[src/hw/rtl/gmt_pkg.sv]
// Shared types, constants and codes of the group membership table.
package gmt_pkg;

    localparam int GROUP_SLOTS  = 64;
    localparam int MEMBER_SLOTS = 16;
    localparam int GSLOT_W      = $clog2(GROUP_SLOTS);
    localparam int MIDX_W       = $clog2(MEMBER_SLOTS);
    localparam int CNT_W        = 5;
    localparam int MADDR_W      = GSLOT_W + MIDX_W;

    localparam logic [2:0] OP_CREATE  = 3'd0;
    localparam logic [2:0] OP_DESTROY = 3'd1;
    localparam logic [2:0] OP_LOOKUP  = 3'd2;
    localparam logic [2:0] OP_ADD     = 3'd3;
    localparam logic [2:0] OP_REMOVE  = 3'd4;
    localparam logic [2:0] OP_NOP     = 3'd5;

    localparam logic [2:0] ST_OK         = 3'd0;
    localparam logic [2:0] ST_EXISTS     = 3'd1;
    localparam logic [2:0] ST_NOT_FOUND  = 3'd2;
    localparam logic [2:0] ST_FULL       = 3'd3;
    localparam logic [2:0] ST_TABLE_FULL = 3'd4;

    typedef struct packed {
        logic [2:0]  op;
        logic [31:0] group_key;
        logic [31:0] member_key;
        logic [31:0] member_ip;
        logic [15:0] member_port;
    } cmd_t;

    typedef struct packed {
        logic [31:0] key;
        logic [31:0] ip;
        logic [15:0] port;
    } member_t;

endpackage

[src/hw/rtl/gmt_front.sv]
// Command intake: decodes the mode and holds words in a two-entry queue.
module gmt_front
    import gmt_pkg::*;
(
    input  logic        clk,
    input  logic        rst_n,
    input  logic        in_valid,
    output logic        in_ready,
    input  logic [2:0]  mode,
    input  logic [31:0] group_key,
    input  logic [31:0] member_key,
    input  logic [31:0] member_ip,
    input  logic [15:0] member_port,
    output logic        cmd_valid,
    input  logic        cmd_ready,
    output cmd_t        cmd
);

    cmd_t        q_reg [2];
    logic        wptr_reg, wptr_next;
    logic        rptr_reg, rptr_next;
    logic [1:0]  fill_reg, fill_next;
    cmd_t        in_cmd;
    logic        push, pop;

    always_comb
    begin
        in_cmd.group_key   = group_key;
        in_cmd.member_key  = member_key;
        in_cmd.member_ip   = member_ip;
        in_cmd.member_port = member_port;
        unique case (mode)
            OP_CREATE:  in_cmd.op = OP_CREATE;
            OP_DESTROY: in_cmd.op = OP_DESTROY;
            OP_LOOKUP:  in_cmd.op = OP_LOOKUP;
            OP_ADD:     in_cmd.op = OP_ADD;
            OP_REMOVE:  in_cmd.op = OP_REMOVE;
            default:    in_cmd.op = OP_NOP;
        endcase
    end

    assign in_ready  = (fill_reg != 2'd2);
    assign cmd_valid = (fill_reg != 2'd0);
    assign cmd       = q_reg[rptr_reg];
    assign push      = in_valid && in_ready;
    assign pop       = cmd_valid && cmd_ready;

    always_comb
    begin
        wptr_next = push ? ~wptr_reg : wptr_reg;
        rptr_next = pop ? ~rptr_reg : rptr_reg;
        fill_next = fill_reg + 2'(push) - 2'(pop);
    end

    always_ff @(posedge clk)
    begin
        if (push)
        begin
            q_reg[wptr_reg] <= in_cmd;
        end
    end

    always_ff @(posedge clk or negedge rst_n)
    begin
        if (!rst_n)
        begin
            wptr_reg <= 1'b0;
            rptr_reg <= 1'b0;
            fill_reg <= 2'd0;
        end
        else
        begin
            wptr_reg <= wptr_next;
            rptr_reg <= rptr_next;
            fill_reg <= fill_next;
        end
    end

endmodule

[config.mk]
export PLATFORM = sky130hd
export DESIGN_NAME = gmt_front
export DESIGN_NICKNAME = d
export VERILOG_FILES = /design/src/hw/rtl/gmt_pkg.sv /design/src/hw/rtl/gmt_front.sv
export SDC_FILE = /design/constraint.sdc
export NUM_CORES = 1
export LEC_CHECK = 0
export ABC_AREA = 1
export BUFFER_PORTS_ARGS = -buffer_cell sky130_fd_sc_hd__buf_2
export CAP_MARGIN = 10
export CORE_ASPECT_RATIO = 0.8
export CORE_UTILIZATION = 41
export DETAILED_ROUTE_END_ITERATION = 7
export HOLD_SLACK_MARGIN = 0.08
export PLACE_DENSITY = 0.73
export SYNTH_ARGS = -nofsm -noshare
export SYNTH_HDL_FRONTEND = slang
export SYNTH_SLANG_ARGS = --single-unit
[constraint.sdc]
create_clock -name clk -period 7.05 [get_ports clk]
set_input_delay 1.41 -clock clk [delete_from_list [all_inputs] [get_ports clk]]
set_output_delay 1.41 -clock clk [all_outputs]
set_load 0.01 [all_outputs]
==> results.cfg, run 1 <==
[placed_design]
io_buffer_count = 235
place_worst_setup_slack_ps = 3310
globalplace.congestion = 0.728
dpl.hpwl_um = 10800

[yosys]
synth_mux_area_share_pct = 0
avgSynthCellArea_sq_um = 13.5
syn-cell-area_sq_mm = 0.00862
synth-xor-area-share_pct = 0.102
synth_top_area_share_pct = 80.2
ys_ff_latch = 234
synthAdderAreaFrac_pct = 0.145
synth_area_leaders = edfxtp_1 80%, nand2_1 15%, dfrtp_1 1.2%
synth_compound_area_share_pct = 0.203
postSynthCellCount = 636
netlist-cell-type-count = 16
yosysTopAreaCell = edfxtp_1
synth-simple-area-share_pct = 15.8
synth_top_family_by_area = simple AND/OR/NAND/NOR gates
synth_fp_nets = 756
yosysWarnings = 0
ys_seq_area_share_pct = 81.3

[detailed_routing]
drt-wirelength-per-cell_um = 14.7
ant_nets = 0
post-route-drc-count = 0
drt_iter0_drc = 390
wl_um = 17200
vias_per_cell = 4.58
drt_pass1_iterations = 6
num_vias = 5331

[clocking]
ctsHtreeMaxLevel = 1
cts_tree = yes
postCtsHoldBufs = 0
cts_resized = 0
cts_made_buffers = 24
cts_setup_buffers = 0
cts_num_sinks = 234
cts-root-buf = clkbuf_16
clk_path_buf_depth = 3
clkLatencyLatePin_ps = 500
clkTransAtPathRegs_ps = 60

[worst_setup_path]
crit_fanout = 77
crit_type = reg -> out
critPathRequiredTime_ps = 5640
setup.worst_path.end_class = output pin
critPathArrivalTime_ps = 2830
timing.rr.end = q_reg[1][88]
rrSetupSlack_ps = 4330
rr_worst_depth = 5
start_kind = register
timing.rr.start = fill_reg[1]

[timing]
fin_ws_ps = 2810
slew-limit-headroom_pct = 43.3
setup_tns_ps = 0
hold_viol = 0
finalSetupViolations = 0
fin_crit_ps = 4240
fin_crit_sh_pct = 60.2
max_freq_mhz = 236
rsz0062_at_grt = no
skew_ps = 10.5
tightest_slew_ps = 851
final_max_slew_viol_count = 0

[floorplan]
ios = 236
fp.dieH_um = 132
die_w_um = 164
die-area_sq_mm = 0.0216
fp.coreArea_sq_mm = 0.0206
initial_core_util_pct = 41.7
num_rows = 47

[final_layout]
multi_input_area_sq_mm = 0.00142
final_nets = 997
utilization_pct = 52.3
syn_to_final_growth_pct = 25.2
largest_register_ffs = 230
seq_area_sq_mm = 0.00701
drive_gt1_share_pct = 31.4
nFillCells = 1748

[power]
p_leak_nw = 4.66
power_density_mw_per_mm2 = 426
power.total_mw = 4.60
ir_drop_v = 0.000227

[global_route]
grtUsageTotal_pct = 15.4
first_global_vias = 5009
grt_start_max_net_pins = 78
grt_pass1_wl_um = 25900
grt_overflow = 0
antenna_found_initial = 2

[flow_run]
max-cap-violations = 0

[run_status]
status = completed

[min_path]
hold-path-endpoint = fill_reg[0]
hold_class = reg -> reg
hold_depth = 1
hold_start = fill_reg[0]
[stage by stage]
stage	hold slack [ps]	cell area (sq um)	std cells
final	580	10800	1165
after global routing	630	10800	1164
after CTS	575	10800	1164
after detailed placement	562	10000	1120
after global placement	554	10000	1120
after floorplan	485	8620	636
[power by group]
part           switching [mW]  total, mW  internal, mW  leakage, nW
logic                   0.916       1.36         0.444         2.10
clock network           0.495       1.21         0.719        0.379
registers               0.122       2.02          1.90         2.18
total                    1.53       4.60          3.06         4.66
[worst max-delay path, cell delays in order (launching register included)]
cell and delay [ps]:
dfrtp_4 710, inv_4 430, buf_4 680, nand2_1 110, nand2_1 130, buf_2 140
[cell families (layout without fill, tap and decap cells)]
kind of cell | after synthesis | in the layout
and+or+nand+nor | 362 | 362
DFF | 234 | 234
buffers and inverters | 35 | 294
AOI/OAI and AO/OA | 3 | 3
adders and majority gates | 1 | 1
xor gates and xnor gates | 1 | 1
other | 0 | 1
[layer usage]
metal	global-route usage, %	vias up	part of all wire [%]
met5	0	-	0.047
met4	4.63	2	2.7
met3	5.40	37	8.6
met2	24.5	188	47
met1	19.8	2480	42
li1	-	2624	-
[cell usage after synthesis]
cell      number
nand2_1      354
edfxtp_1     230
buf_2         16
inv_1          8
buf_6          6
nor2_1         6
dfrtp_1        4
buf_4          3
nand3_1        2
a21o_1         1
a21oi_1        1
clkbuf_1       1
ha_1           1
inv_4          1
o21ai_0        1
xor2_1         1
[layout by cell type (no fill, tap or decap), types with 2 or more instances in the layout]
cell / count
clkbuf_16: 25
clkinv_2: 8
clkbuf_1: 4
edfxtp_1: 230
inv_1: 8
buf_2: 235
bufinv_16: 2
nand3_1: 2
buf_4: 6
clkinv_1: 4
dfrtp_1: 3
nor2_4: 2
nand2_1: 354
nor2_1: 4
[layout make-up]
class                           count  area share [%]
Antenna cell                        1          0.0232
Clock buffer                       29            5.94
Clock inverter                     15            1.14
Inverter                            9           0.336
Multi-Input combinational cell    367            13.1
Sequential cell                   234            65.0
Tap cell                          269            3.12
Timing Repair Buffer              241            11.3
[worst max path at each step]
stage	start	to	slack, ps
CTS	rptr_reg	cmd[52]	2750
detailed placement	rptr_reg	cmd[52]	3310
global placement	rptr_reg	cmd[55]	3320
floorplan	in_valid	q_reg[1][0]	140
global route	rptr_reg	cmd[66]	2590
finish	rptr_reg	cmd[55]	2810
No activity file was read; power rests on OpenSTA's default activity.
==> inputs of run 2 (changes only) <==
PLACE_DENSITY = 0.75   (was 0.73)
clock period = 3.52 ns   (was 7.05 ns; I/O delays follow)
==> results.cfg, run 2 (same netlist as run 1, synthesis figures left out) <==
[worst_setup_path]
worst-path-buf-inv = 3
crit_fanout = 60
critPathRequiredTime_ps = 2820
rrSetupSlack_ps = 1490
timing.rr.end = q_reg[1][16]
cp_num_cells = 5
timing.rr.start = fill_reg[1]
cp_cell_sequence = inv_4 > buf_12 > nand2_1 > nand2_1 > buf_2
crit_type = reg -> out
crit_top_cell = nand2_1
start_kind = register
rr_worst_depth = 4
critPathMaxStageDelay_ps = 500
cp_slowest_cell = dfrtp_4
setup.worst_path.end_class = output pin
cp_top_family = buffers and inverters
critPathArrivalTime_ps = 1980

[clocking]
ctsHtreeMaxLevel = 1
clkTransAtPathRegs_ps = 60
cts-root-buf = clkbuf_16
postCtsHoldBufs = 1
cts_num_sinks = 234
clk_path_buf_depth = 3
cts_setup_buffers = 0
cts_resized = 0
cts_made_buffers = 24
clkLatencyLatePin_ps = 510
cts_tree = yes

[detailed_routing]
wl_um = 17000
drt_pass1_iterations = 6
drt-wirelength-per-cell_um = 14.6
num_vias = 5397
post-route-drc-count = 0
ant_nets = 0
drt_iter0_drc = 382
vias_per_cell = 4.63

[final_layout]
stdcell_count = 1165
final_cell_mix = 354 x nand2_1, 235 x buf_2, 230 x edfxtp_1
syn_to_final_growth_pct = 25.4
layout_commonest_cell = nand2_1
fin_area_sq_mm = 0.0108
drive_gt1_share_pct = 30.8
final_nets = 998
utilization_pct = 52.4
largest_register_ffs = 230

[floorplan]
fp.dieH_um = 132
initial_core_util_pct = 41.7
die_w_um = 164
die-area_sq_mm = 0.0216
ios = 236
num_rows = 47
fp.coreArea_sq_mm = 0.0206

[global_route]
grt_overflow = 0
antenna_found_initial = 2
grtUsageTotal_pct = 15.4
grt_pass1_wl_um = 26000
first_global_vias = 5352
grt_start_max_net_pins = 116

[min_path]
hold-path-endpoint = q_reg[1][35]
hold_class = in -> reg
hold_depth = 1
hold_start = member_ip[19]

[timing]
tightest_slew_ps = 751
final_max_slew_viol_count = 0
max_freq_mhz = 372
rsz0062_at_grt = no
fin_ws_ps = 833
finalSetupViolations = 0
hold_viol = 0
slew-limit-headroom_pct = 49.9
fin_crit_ps = 2690
skew_ps = 14.2
fin_crit_sh_pct = 76.3

[power]
power_density_mw_per_mm2 = 847
power.total_mw = 9.15
ir_drop_v = 0.000492
p_leak_nw = 4.66

[placed_design]
globalplace.congestion = 0.777
io_buffer_count = 235
post-place-cells = 1120
dpl.hpwl_um = 10400
post_dp_cell_area_sq_mm = 0.0101
place_worst_setup_slack_ps = 1280

[run_status]
status = completed

[flow_run]
max-cap-violations = 0
==> run 2: through the flow <==
| stage | hold slack (ps) | TNS [ps] |
|---|---|---|
| floorplan | 408 | -170860 |
| global placement | 535 | 0 |
| detailed placement | 536 | 0 |
| CTS | 350 | 0 |
| global route | 357 | 0 |
| finish | 383 | 0 |
==> run 2: worst reg2reg max path: cells and delay by family, from the launching register on <==
family,cells,cell delay (ps)
simple gates,3,630
buf+inv,1,520
flops,1,420
==> run 2: worst max path at each step <==
stage              from           end  slack (ps)
2_1_floorplan  in_valid   q_reg[1][0]        -750
3_3_place_gp   in_valid  q_reg[1][28]        1320
3_5_place_dp   in_valid   q_reg[1][7]        1280
4_1_cts        rptr_reg       cmd[71]         780
5_1_grt        rptr_reg       cmd[71]         710
6_report       rptr_reg       cmd[60]         830
==> run 2: final cells by class <==
type | count | area [sq um]
Sequential cell | 234 | 7010
Clock buffer | 29 | 641
Inverter | 9 | 36.3
Tap cell | 269 | 337
Antenna cell | 1 | 2.50
Multi-Input combinational cell | 367 | 1420
Clock inverter | 14 | 85.1
Timing Repair Buffer | 242 | 1280
Fill cell | 1717 | 9830
==> run 2: per-layer routing <==
metal / up-vias / GRT usage, % / share of wire, %
li1: 2627 / - / -
met1: 2514 / 18.3 / 40
met2: 211 / 25.8 / 48
met3: 43 / 4.92 / 8.6
met4: 2 / 6.22 / 3.6
met5: - / 0 / 0.076
==> run 2: power by group <==
group          leakage [nW]  switching [mW]  total, mW  internal [mW]
clock                 0.359           0.970       2.33           1.36
combinational          2.11            1.93       2.87          0.937
sequential             2.18           0.151       3.96           3.81
